--- src/hdl/pppenc_pkg.sv ---
// Shared types, constants and functions for the PPP async HDLC frame encoder.
// Used by the front end, back end and top level of the encoder; depends on nothing else.
package pppenc_pkg;

    localparam logic [7:0]  FLAG_BYTE  = 8'h7E;
    localparam logic [7:0]  ESC_BYTE   = 8'h7D;
    localparam logic [7:0]  ESC_XOR    = 8'h20;
    localparam logic [7:0]  ADDR_BYTE  = 8'hFF;
    localparam logic [7:0]  CTRL_BYTE  = 8'h03;
    localparam logic [15:0] CRC_POLY   = 16'h8408;
    localparam logic [15:0] CRC_INIT   = 16'hFFFF;

    localparam int CMD_DEPTH = 4;
    localparam int OUT_DEPTH = 2;

    typedef enum logic [3:0] {
        T_IDLE,
        T_FLAG_OPEN,
        T_ADDR,
        T_CTRL,
        T_PROTO_HI,
        T_PROTO_LO,
        T_PAYLOAD,
        T_FCS_LO,
        T_FCS_HI,
        T_FLAG_CLOSE
    } token_t;

    typedef struct packed {
        logic        opens;
        logic        has_data;
        logic        closes;
        logic [7:0]  data_byte;
        logic [15:0] protocol;
    } cmd_t;

    typedef struct packed {
        logic       end_of_run;
        logic [7:0] line_byte;
    } out_t;

    function automatic logic [15:0] crc_byte(input logic [15:0] crc, input logic [7:0] b);
        logic [15:0] c;
        c = crc ^ {8'h00, b};
        for (int i = 0; i < 8; i++)
        begin
            c = c[0] ? ((c >> 1) ^ CRC_POLY) : (c >> 1);
        end
        return c;
    endfunction

    function automatic logic needs_escape(input logic [7:0] b);
        return (b < ESC_XOR) || (b == ESC_BYTE) || (b == FLAG_BYTE);
    endfunction

endpackage

--- src/hdl/pppenc_fifo.sv ---
// Small first-in first-out queue held in flip-flops, with show-ahead read.
// Generic in width and depth; depends on nothing else.
module pppenc_fifo #(
    parameter int WIDTH = 8,
    parameter int DEPTH = 2
) (
    input  logic             clk,
    input  logic             rst_n,
    input  logic             push,
    input  logic [WIDTH-1:0] wr_data,
    output logic             full,
    input  logic             pop,
    output logic [WIDTH-1:0] rd_data,
    output logic             empty
);

    localparam int PTR_W = (DEPTH > 1) ? $clog2(DEPTH) : 1;
    localparam int CNT_W = $clog2(DEPTH + 1);

    logic [WIDTH-1:0] mem_reg [DEPTH];
    logic [PTR_W-1:0] wr_ptr_reg, wr_ptr_next;
    logic [PTR_W-1:0] rd_ptr_reg, rd_ptr_next;
    logic [CNT_W-1:0] count_reg, count_next;
    logic             do_wr;
    logic             do_rd;

    assign full    = (count_reg == CNT_W'(DEPTH));
    assign empty   = (count_reg == '0);
    assign do_wr   = push && !full;
    assign do_rd   = pop && !empty;
    assign rd_data = mem_reg[rd_ptr_reg];

    always_comb
    begin
        wr_ptr_next = wr_ptr_reg;
        rd_ptr_next = rd_ptr_reg;
        count_next  = count_reg;
        if (do_wr)
        begin
            wr_ptr_next = (wr_ptr_reg == PTR_W'(DEPTH - 1)) ? '0 : wr_ptr_reg + 1'b1;
        end
        if (do_rd)
        begin
            rd_ptr_next = (rd_ptr_reg == PTR_W'(DEPTH - 1)) ? '0 : rd_ptr_reg + 1'b1;
        end
        if (do_wr && !do_rd)
        begin
            count_next = count_reg + 1'b1;
        end
        else if (do_rd && !do_wr)
        begin
            count_next = count_reg - 1'b1;
        end
    end

    always_ff @(posedge clk or negedge rst_n)
    begin
        if (!rst_n)
        begin
            wr_ptr_reg <= '0;
            rd_ptr_reg <= '0;
            count_reg  <= '0;
        end
        else
        begin
            wr_ptr_reg <= wr_ptr_next;
            rd_ptr_reg <= rd_ptr_next;
            count_reg  <= count_next;
        end
    end

    always_ff @(posedge clk)
    begin
        if (do_wr)
        begin
            mem_reg[wr_ptr_reg] <= wr_data;
        end
    end

endmodule

--- src/hdl/pppenc_front.sv ---
// Front end of the encoder: accepts input requests and marks whether each opens a frame,
// carries data and closes a frame. Depends on pppenc_pkg.
module pppenc_front (
    input  logic              clk,
    input  logic              rst_n,
    input  logic              push,
    input  logic [7:0]        payload_byte,
    input  logic [15:0]       protocol,
    input  logic              last_byte,
    input  logic              empty_frame,
    input  logic              cmd_full,
    output logic              cmd_push,
    output pppenc_pkg::cmd_t  cmd
);

    logic inside_reg, inside_next;

    assign cmd_push       = push && !cmd_full;
    assign cmd.opens      = !inside_reg;
    assign cmd.has_data   = !empty_frame;
    assign cmd.closes     = empty_frame || last_byte;
    assign cmd.data_byte  = payload_byte;
    assign cmd.protocol   = protocol;

    always_comb
    begin
        inside_next = inside_reg;
        if (cmd_push)
        begin
            inside_next = !cmd.closes;
        end
    end

    always_ff @(posedge clk or negedge rst_n)
    begin
        if (!rst_n)
        begin
            inside_reg <= 1'b0;
        end
        else
        begin
            inside_reg <= inside_next;
        end
    end

endmodule

--- src/hdl/pppenc_back.sv ---
// Back end of the encoder: walks the byte sequence of each classified request,
// escapes bytes, keeps the FCS and emits one line byte a cycle while the result queue has room. Uses pppenc_pkg.
module pppenc_back (
    input  logic              clk,
    input  logic              rst_n,
    input  logic              cmd_empty,
    input  pppenc_pkg::cmd_t  cmd,
    output logic              cmd_pop,
    input  logic              out_full,
    output logic              out_push,
    output pppenc_pkg::out_t  out_data
);

    pppenc_pkg::token_t token_reg, token_next;
    pppenc_pkg::token_t token_after;
    pppenc_pkg::token_t token_first;
    pppenc_pkg::cmd_t   cmd_reg, cmd_next;
    logic               esc_reg, esc_next;
    logic [15:0]        crc_reg, crc_next;
    logic [7:0]         cur_byte;
    logic               is_flag;
    logic               first_half;
    logic               advance;
    logic               tok_done;
    logic               last_tok;
    logic               load;

    always_comb
    begin
        case (token_reg)
            pppenc_pkg::T_FLAG_OPEN:  cur_byte = pppenc_pkg::FLAG_BYTE;
            pppenc_pkg::T_ADDR:       cur_byte = pppenc_pkg::ADDR_BYTE;
            pppenc_pkg::T_CTRL:       cur_byte = pppenc_pkg::CTRL_BYTE;
            pppenc_pkg::T_PROTO_HI:   cur_byte = cmd_reg.protocol[15:8];
            pppenc_pkg::T_PROTO_LO:   cur_byte = cmd_reg.protocol[7:0];
            pppenc_pkg::T_PAYLOAD:    cur_byte = cmd_reg.data_byte;
            pppenc_pkg::T_FCS_LO:     cur_byte = ~crc_reg[7:0];
            pppenc_pkg::T_FCS_HI:     cur_byte = ~crc_reg[15:8];
            pppenc_pkg::T_FLAG_CLOSE: cur_byte = pppenc_pkg::FLAG_BYTE;
            default:                  cur_byte = pppenc_pkg::FLAG_BYTE;
        endcase
    end

    always_comb
    begin
        case (token_reg)
            pppenc_pkg::T_FLAG_OPEN: token_after = pppenc_pkg::T_ADDR;
            pppenc_pkg::T_ADDR:      token_after = pppenc_pkg::T_CTRL;
            pppenc_pkg::T_CTRL:      token_after = pppenc_pkg::T_PROTO_HI;
            pppenc_pkg::T_PROTO_HI:  token_after = pppenc_pkg::T_PROTO_LO;
            pppenc_pkg::T_PROTO_LO:
            begin
                if (cmd_reg.has_data)
                begin
                    token_after = pppenc_pkg::T_PAYLOAD;
                end
                else if (cmd_reg.closes)
                begin
                    token_after = pppenc_pkg::T_FCS_LO;
                end
                else
                begin
                    token_after = pppenc_pkg::T_IDLE;
                end
            end
            pppenc_pkg::T_PAYLOAD:
            begin
                token_after = cmd_reg.closes ? pppenc_pkg::T_FCS_LO : pppenc_pkg::T_IDLE;
            end
            pppenc_pkg::T_FCS_LO:    token_after = pppenc_pkg::T_FCS_HI;
            pppenc_pkg::T_FCS_HI:    token_after = pppenc_pkg::T_FLAG_CLOSE;
            default:                 token_after = pppenc_pkg::T_IDLE;
        endcase
    end

    always_comb
    begin
        if (cmd.opens)
        begin
            token_first = pppenc_pkg::T_FLAG_OPEN;
        end
        else if (cmd.has_data)
        begin
            token_first = pppenc_pkg::T_PAYLOAD;
        end
        else
        begin
            token_first = pppenc_pkg::T_FCS_LO;
        end
    end

    assign is_flag    = (token_reg == pppenc_pkg::T_FLAG_OPEN) ||
                        (token_reg == pppenc_pkg::T_FLAG_CLOSE);
    assign first_half = !is_flag && !esc_reg && pppenc_pkg::needs_escape(cur_byte);
    assign advance    = (token_reg != pppenc_pkg::T_IDLE) && !out_full;
    assign tok_done   = advance && !first_half;
    assign last_tok   = (token_after == pppenc_pkg::T_IDLE);
    assign load       = (token_reg == pppenc_pkg::T_IDLE) || (tok_done && last_tok);

    // Next state.
    always_comb
    begin
        token_next = token_reg;
        cmd_next   = cmd_reg;
        esc_next   = esc_reg;
        crc_next   = crc_reg;
        if (advance && first_half)
        begin
            esc_next = 1'b1;
        end
        if (tok_done)
        begin
            esc_next = 1'b0;
            case (token_reg)
                pppenc_pkg::T_FLAG_OPEN,
                pppenc_pkg::T_FLAG_CLOSE: crc_next = pppenc_pkg::CRC_INIT;
                pppenc_pkg::T_ADDR,
                pppenc_pkg::T_CTRL,
                pppenc_pkg::T_PROTO_HI,
                pppenc_pkg::T_PROTO_LO,
                pppenc_pkg::T_PAYLOAD:    crc_next = pppenc_pkg::crc_byte(crc_reg, cur_byte);
                default:                  crc_next = crc_reg;
            endcase
            token_next = token_after;
        end
        if (load)
        begin
            if (!cmd_empty)
            begin
                token_next = token_first;
                cmd_next   = cmd;
            end
            else
            begin
                token_next = pppenc_pkg::T_IDLE;
            end
        end
    end

    // Outputs.
    always_comb
    begin
        cmd_pop             = load && !cmd_empty;
        out_push            = advance;
        out_data.end_of_run = !first_half && last_tok;
        if (first_half)
        begin
            out_data.line_byte = pppenc_pkg::ESC_BYTE;
        end
        else if (esc_reg)
        begin
            out_data.line_byte = cur_byte ^ pppenc_pkg::ESC_XOR;
        end
        else
        begin
            out_data.line_byte = cur_byte;
        end
    end

    always_ff @(posedge clk or negedge rst_n)
    begin
        if (!rst_n)
        begin
            token_reg <= pppenc_pkg::T_IDLE;
            esc_reg   <= 1'b0;
            crc_reg   <= pppenc_pkg::CRC_INIT;
        end
        else
        begin
            token_reg <= token_next;
            esc_reg   <= esc_next;
            crc_reg   <= crc_next;
        end
    end

    always_ff @(posedge clk)
    begin
        cmd_reg <= cmd_next;
    end

endmodule

--- src/hdl/ppp_hdlc_frame_encoder_top.sv ---
// A request taken into an idle encoder passes the request queue, the back end's token register
// and the result queue before its first line byte shows. The back end emits one line byte per
// cycle while the result queue has room; an escaped byte is sent as 0x7D and then byte ^ 0x20.
// The back end's byte sequencer sets the rate; a four-entry request queue sits before it.
// Reset is asynchronous and active low; it empties both queues, closes any open frame and
// returns the FCS register to all ones.
module ppp_hdlc_frame_encoder_top #(
    parameter int CMD_DEPTH = pppenc_pkg::CMD_DEPTH,
    parameter int OUT_DEPTH = pppenc_pkg::OUT_DEPTH
) (
    input  logic        clk,
    input  logic        rst_n,
    input  logic        push,
    output logic        full,
    input  logic [7:0]  payload_byte,
    input  logic [15:0] protocol,
    input  logic        last_byte,
    input  logic        empty_frame,
    output logic        empty,
    input  logic        pop,
    output logic [7:0]  line_byte,
    output logic        end_of_run
);

    pppenc_pkg::cmd_t cmd_in;
    pppenc_pkg::cmd_t cmd_out;
    pppenc_pkg::out_t out_in;
    pppenc_pkg::out_t out_out;
    logic             cmd_push;
    logic             cmd_full;
    logic             cmd_pop;
    logic             cmd_empty;
    logic             out_push;
    logic             out_full;

    pppenc_front u_front (
        .clk          (clk),
        .rst_n        (rst_n),
        .push         (push),
        .payload_byte (payload_byte),
        .protocol     (protocol),
        .last_byte    (last_byte),
        .empty_frame  (empty_frame),
        .cmd_full     (cmd_full),
        .cmd_push     (cmd_push),
        .cmd          (cmd_in)
    );

    pppenc_fifo #(
        .WIDTH ($bits(pppenc_pkg::cmd_t)),
        .DEPTH (CMD_DEPTH)
    ) u_cmd_fifo (
        .clk     (clk),
        .rst_n   (rst_n),
        .push    (cmd_push),
        .wr_data (cmd_in),
        .full    (cmd_full),
        .pop     (cmd_pop),
        .rd_data (cmd_out),
        .empty   (cmd_empty)
    );

    pppenc_back u_back (
        .clk       (clk),
        .rst_n     (rst_n),
        .cmd_empty (cmd_empty),
        .cmd       (cmd_out),
        .cmd_pop   (cmd_pop),
        .out_full  (out_full),
        .out_push  (out_push),
        .out_data  (out_in)
    );

    pppenc_fifo #(
        .WIDTH ($bits(pppenc_pkg::out_t)),
        .DEPTH (OUT_DEPTH)
    ) u_out_fifo (
        .clk     (clk),
        .rst_n   (rst_n),
        .push    (out_push),
        .wr_data (out_in),
        .full    (out_full),
        .pop     (pop),
        .rd_data (out_out),
        .empty   (empty)
    );

    assign full       = cmd_full;
    assign line_byte  = out_out.line_byte;
    assign end_of_run = out_out.end_of_run;

    a_cmd_pop_nonempty: assert property (
        @(posedge clk) disable iff (!rst_n) cmd_pop |-> !cmd_empty
    ) else $error("request queue read while empty");

    a_out_push_room: assert property (
        @(posedge clk) disable iff (!rst_n) out_push |-> !out_full
    ) else $error("result queue written while full");

    a_escape_not_last: assert property (
        @(posedge clk) disable iff (!rst_n)
        (out_push && out_in.line_byte == pppenc_pkg::ESC_BYTE) |-> !out_in.end_of_run
    ) else $error("escape byte ends a run");

    a_escape_followed: assert property (
        @(posedge clk) disable iff (!rst_n)
        (out_push && out_in.line_byte == pppenc_pkg::ESC_BYTE) |=>
            (out_in.line_byte != pppenc_pkg::ESC_BYTE && out_in.line_byte != pppenc_pkg::FLAG_BYTE)
    ) else $error("escape byte followed by escape or flag");

endmodule
--- config.mk ---
export PLATFORM = sky130hd
export DESIGN_NAME = ppp_hdlc_frame_encoder_top
export DESIGN_NICKNAME = d
export VERILOG_FILES = /design/src/hdl/pppenc_pkg.sv /design/src/hdl/pppenc_fifo.sv /design/src/hdl/pppenc_front.sv /design/src/hdl/pppenc_back.sv /design/src/hdl/ppp_hdlc_frame_encoder_top.sv
export SDC_FILE = /design/constraint.sdc
export NUM_CORES = 1
export LEC_CHECK = 0
export ABC_AREA = 0
export BUFFER_PORTS_ARGS = -buffer_cell sky130_fd_sc_hd__buf_2
export CORE_UTILIZATION = 61
export DETAILED_ROUTE_END_ITERATION = 16
export PLACE_DENSITY_LB_ADDON = 0.2
export SLEW_MARGIN = 15
export SYNTH_ARGS = -nofsm -noshare
export SYNTH_HDL_FRONTEND = slang
export SYNTH_SLANG_ARGS = --single-unit
--- constraint.sdc ---
create_clock -name clk -period 5.35 [get_ports clk]
set_input_delay 0.535 -clock clk [delete_from_list [all_inputs] [get_ports clk]]
set_output_delay 0.535 -clock clk [all_outputs]
set_load 0.01 [all_outputs]
==> results of run 1 <==
## cells in the mapped netlist (9+ instances only)
| cell | count |
|---|---|
| edfxtp_1 | 152 |
| mux4_2 | 28 |
| xnor2_1 | 21 |
| nand2_1 | 20 |
| inv_1 | 19 |
| dfrtp_1 | 17 |
| nor2_1 | 17 |
| dfstp_2 | 16 |
| mux2_2 | 16 |
| a21oi_1 | 13 |
| nand2b_1 | 12 |
| o21ai_0 | 12 |
| buf_2 | 9 |
| nor3_1 | 9 |
| o32a_1 | 9 |
## final timing paths
kind	start	end	slack, ns	cells after the start
worst max register to register	u_back.token_reg[0]$_DFFE_PN0P_	u_cmd_fifo.count_reg[1]$_DFFE_PN0P_	1.08	12
min in group clk	protocol[1]	u_cmd_fifo.mem_reg[0][1]$_DFFE_PP_	0.30	1
worst max-delay path	u_back.token_reg[0]$_DFFE_PN0P_	u_cmd_fifo.count_reg[1]$_DFFE_PN0P_	1.08	12
worst min register to register	u_out_fifo.wr_ptr_reg$_DFFE_PN0P_	u_out_fifo.wr_ptr_reg$_DFFE_PN0P_	0.49	1
worst min-delay path	rst_n	u_out_fifo.rd_ptr_reg$_DFFE_PN0P_	0.18	1
max in group asynchronous	rst_n	u_cmd_fifo.rd_ptr_reg[0]$_DFFE_PN0P_	4.61	1
## critical path: stages (launching register included)
cell,delay [ns]
dfrtp_1,0.78
or4b_1,0.78
o21a_1,0.18
a211oi_2,0.44
a2111o_1,0.29
a21oi_1,0.11
a21oi_2,0.16
buf_4,0.36
inv_1,0.09
ha_1,0.21
inv_1,0.08
fa_1,0.40
mux2_2,0.27
## per-stage QoR
| stage | cell area (um2) | instances | worst slack [ns] |
|---|---|---|---|
| after global placement | 8470 | 692 | 1.26 |
| final | 9050 | 724 | 1.08 |
| after CTS | 9050 | 724 | 1.12 |
| after global routing | 9050 | 724 | 0.861 |
| after floorplan | 8120 | 496 | 1.39 |
| after detailed placement | 8470 | 692 | 1.14 |
## layout make-up
type	count	area [um2]	share of cell area [%]
clock inverters	14	155	1.71
repair buffers	48	260	2.87
clock buffers	18	429	4.74
inverters	20	75.1	0.829
well taps	172	215	2.38
multi-input cells	267	2510	27.7
flip-flops and latches	185	5410	59.8
## metal layers
metal | up-vias | global-route usage (%)
met5 | - | 0
met4 | 0 | 10.7
met3 | 38 | 6.76
met2 | 142 | 38.2
met1 | 2231 | 31.4
li1 | 2020 | -
## cells by family after synthesis
logic type      share of synthesized area (%)
buf+inv                                  2.45
simple gates                             6.40
flops                                    66.7
xor+xnor                                 3.96
compound gates                           8.36
mux                                      10.9
fa+ha+maj                                1.33
==> flow_metrics.tcl, run 1 <==
set metrics [dict create \
    outcome "completed" \
    hpwlAfterDp_um 10000 \
    drtIter0Drc 344 \
    route.top_layer_used "met4" \
    netlist_area_um2 8120 \
    final_cell_mix "edfxtp_1, buf_2, mux4_2" \
    syn-mean-instance-area_um2 16.4 \
    rows 41 \
    ys_ff_latch 185 \
    final_nets 577 \
    netlist_instances 496 \
    first_pass_iters 4 \
    syn_nets 534 \
    grt.total_usage_pct 24.1 \
    clk_latency_ns 0.44 \
    largest_reg_flops 108 \
    drc 0 \
    finalHoldViolCount 0 \
    ys_types 70 \
    grt_overflow 0 \
    drive_above_1_share_pct 27.9 \
    synth-async-reset-ratio_pct 17.8 \
    mostFrequentLayoutCell "edfxtp_1" \
    dr_wl_met2_um 7420 \
    clk_path_buf_depth 2 \
    grt_pass1_wl_um 24500 \
    dieArea_um2 13800 \
    ys_warn_count 0 \
    post-route-util_pct 70.9 \
    routed-wl-met3_um 839 \
    cp-start-kind "flop" \
    gp_congestion 0.897 \
    cts_tree "yes" \
    ios 41 \
    hold_path_class "in2async" \
    maxCapViolations 0 \
    postCtsSetupRepairBufs 0 \
    cts_inserted_buffers 17 \
    cp_max_fo 35 \
    synth_largest_area_cell "edfxtp_1" \
    cts_max_level 4 \
    relSlewSlack_pct 29.0 \
    cts_resized 0 \
    drt-met1-wl_um 6470 \
    synth.top_cell.area_share_pct 56.2 \
    fin_crit_sh_pct 79.8 \
    rsz0062_at_grt "no" \
    wirelength_um 15200 \
    setup_viol 0 \
    antenna_cells 0 \
    grt_pass1_vias 4506 \
    cts_hold_buf 0 \
    synth_edf_count 152 \
    cp.required_ns 5.68 \
    finalCriticalPeriod_ns 4.27 \
    die_height_um 117 \
    worst_pin_slew_ns 1.07 \
    skew_ns 0.00828 \
    initial_core_util_pct 63.5 \
    wl_per_cell_um 21.0 \
    grt_max_degree 36 \
    holdWs_ns 0.175 \
    nFillCells 799 \
    yosysSeqAreaShare_pct 66.7 \
    num_vias 4431 \
    max_freq_mhz 234 \
    viasPerCell 6.12 \
    slew_violations 0 \
    cts.sinks 185 \
    syn2layout_area_growth_pct 11.5 \
    antenna_found_initial 0 \
    antenna_left 0 \
    ys.flop_type "edfxtp_1" \
    timing.setup.tns_ns 0 \
    synthTopCellsByArea "edfxtp_1, mux4_2, dfrtp_1" \
    root_buffer "clkbuf_16" \
    clkTransAtPathRegs_ns 0.07 \
    die_w_um 117 \
    arrival_ns 4.60 \
    port_buffers 40 \
    endpoint_kind "flop" \
    coreArea_um2 12800 \
    worstSetupPathType "reg2reg" \
]
Power of run 1 is left out: the tool's default activity adds up to more than one toggle a clock period on the data nets, which glitch-free logic cannot reach.
==> inputs of run 2 (changes only) <==
--- a/config.mk
+++ b/config.mk
@@ -7,7 +7,7 @@
 export LEC_CHECK = 0
 export ABC_AREA = 0
 export BUFFER_PORTS_ARGS = -buffer_cell sky130_fd_sc_hd__buf_2
-export CORE_UTILIZATION = 61
+export CORE_UTILIZATION = 55
 export DETAILED_ROUTE_END_ITERATION = 16
 export PLACE_DENSITY_LB_ADDON = 0.2
 export SLEW_MARGIN = 15
==> constraint.sdc (replaced) <==
create_clock -name clk -period 3.7 [get_ports clk]
set_input_delay 0.37 -clock clk [delete_from_list [all_inputs] [get_ports clk]]
set_output_delay 0.37 -clock clk [all_outputs]
set_load 0.01 [all_outputs]
==> run 2 against run 1 <==
  * Sequential cell count unchanged
  * Worst hold slack lost 0.14 ns
  * Cell area increased by 1.4%
  * Utilization decreased by 7.5 points
  * First-iteration DRC count is 40% lower
  * Critical endpoint is now u_cmd_fifo.count_reg[2]$_DFFE_PN0P_
==> flow_metrics.tcl, run 2 (synthesis results as in run 1) <==
set metrics [dict create \
    root_buffer "clkbuf_16" \
    cts_tree "yes" \
    cts.sinks 185 \
    antenna_left 0 \
    worstSetupPathType "reg2reg" \
    wirelength_um 15700 \
    r2r_cells 13 \
    port_buffers 40 \
    cts_hold_buf 0 \
    met3_usage_pct 5.40 \
    cpPeakStageDelay_ns 0.61 \
    gr-max-usage-layer "met2" \
    clkTransAtPathRegs_ns 0.07 \
    maxCapViolations 0 \
    coreArea_um2 14500 \
    fin_crit_sh_pct 93.4 \
    rows 44 \
    crit_family "compound AO/OA/AOI/OAI gates" \
    antenna_cells 0 \
    use_met2_pct 37.7 \
    grt_overflow 0 \
    first_pass_iters 4 \
    cp-start-kind "flop" \
    mostFrequentLayoutCell "edfxtp_1" \
    outcome "completed" \
    skew_ns 0.00807 \
    die_height_um 123 \
    multiInputGateArea_um2 2520 \
    setup_viol 0 \
    finalHoldViolCount 0 \
    worst_pin_slew_ns 0.936 \
    final_cell_mix "edfxtp_1, buf_2, mux4_2" \
    grt_pass1_wl_um 24900 \
    grt_pass1_vias 4554 \
    rsz0062_at_grt "no" \
    cts_max_level 4 \
    grt_use_met1_pct 30.3 \
    grt.total_usage_pct 22.9 \
    clk_path_buf_depth 2 \
    cts_inserted_buffers 17 \
    grt_max_degree 34 \
    drive_above_1_share_pct 30.0 \
    num_vias 4386 \
    max_freq_mhz 289 \
    endpoint_kind "flop" \
    hpwlAfterDp_um 10500 \
    timing.setup.tns_ns 0 \
    gp_congestion 0.924 \
    wl_per_cell_um 21.0 \
    cp_max_fo 17 \
    seq_area_um2 5410 \
    syn2layout_area_growth_pct 13.1 \
    crit_buf_inv 2 \
    final_nets 590 \
    hold_path_class "in2async" \
    finalCriticalPeriod_ns 3.46 \
    postPlaceCellArea_um2 8590 \
    nFillCells 1061 \
    slew_violations 0 \
    arrival_ns 3.80 \
    die_w_um 123 \
    crit_slowest_cell "or4b_1" \
    drtIter0Drc 207 \
    path_cells "or4b_1, o32ai_1, a211oi_2, a211o_1, o31ai_1, a21oi_4, inv_1, ha_1, inv_1, fa_1, xor2_1, nor2_1, xor2_1" \
    cp.required_ns 4.04 \
    viasPerCell 5.86 \
    initial_core_util_pct 56.1 \
    dieArea_um2 15200 \
    antenna_found_initial 0 \
    ios 41 \
    drc 0 \
    clk_latency_ns 0.42 \
    largest_reg_flops 108 \
    finish.instance_area_um2 9180 \
    relSlewSlack_pct 37.5 \
    path_depth 13 \
]
run 2: changes by cell type in the layout (fill, tap and decap cells not counted), sizes merged:
| cell | before | now |
|---|---|---|
| clkbuf | 18 | 20 |
| buf | 48 | 61 |
| inv | 28 | 24 |
| bufinv | 1 | 2 |
run 2: final cells by class:
class | instances | share of cell area, %
clock buffer | 20 | 4.76
sequential | 185 | 59.0
clock inverter | 11 | 1.55
tap | 184 | 2.51
inverter | 20 | 0.818
multi-input combinational | 267 | 27.5
timing repair buffer | 61 | 3.90
run 2: metal layers:
metal  share of wire (%)  routed length (um)
met1                  44                6920
met2                  51                7990
met3                 3.7                 589
met4                 1.3                 210
met5                   0                   0
run 2: worst paths after layout:
| kind | from | end | slack [ns] |
|---|---|---|---|
| setup / recovery | u_back.token_reg[2]$_DFFE_PN0P_ | u_cmd_fifo.count_reg[2]$_DFFE_PN0P_ | 0.24 |
| hold reg to reg | u_out_fifo.wr_ptr_reg$_DFFE_PN0P_ | u_out_fifo.wr_ptr_reg$_DFFE_PN0P_ | 0.49 |
| setup reg to reg | u_back.token_reg[2]$_DFFE_PN0P_ | u_cmd_fifo.count_reg[2]$_DFFE_PN0P_ | 0.24 |
| max in group asynchronous | rst_n | u_back.token_reg[2]$_DFFE_PN0P_ | 3.12 |
| hold / removal | rst_n | u_out_fifo.wr_ptr_reg$_DFFE_PN0P_ | 0.03 |
| min in group clk | protocol[1] | u_cmd_fifo.mem_reg[3][1]$_DFFE_PP_ | 0.15 |
run 2: through the flow:
stage / setup slack [ns] / util, % / hold slack (ns) / cells
finish: 0.243 / 63.4 / 0.0328 / 748
global placement: 0.294 / 59.4 / 0.472 / 717
detailed placement: 0.193 / 59.4 / 0.477 / 717
floorplan: 0.0243 / - / 0.0744 / 496
global route: 0.0737 / 63.4 / 0.0893 / 748
CTS: 0.157 / 63.4 / 0.0527 / 748
run 2: repair_timing:
| item | CTS | global route |
|---|---|---|
| buffers inserted | 0 | 0 |
| gates resized for setup | 0 | 2 |
| endpoints found under the setup margin | 0 | 1 |
Power of run 2 is left out for the same reason.
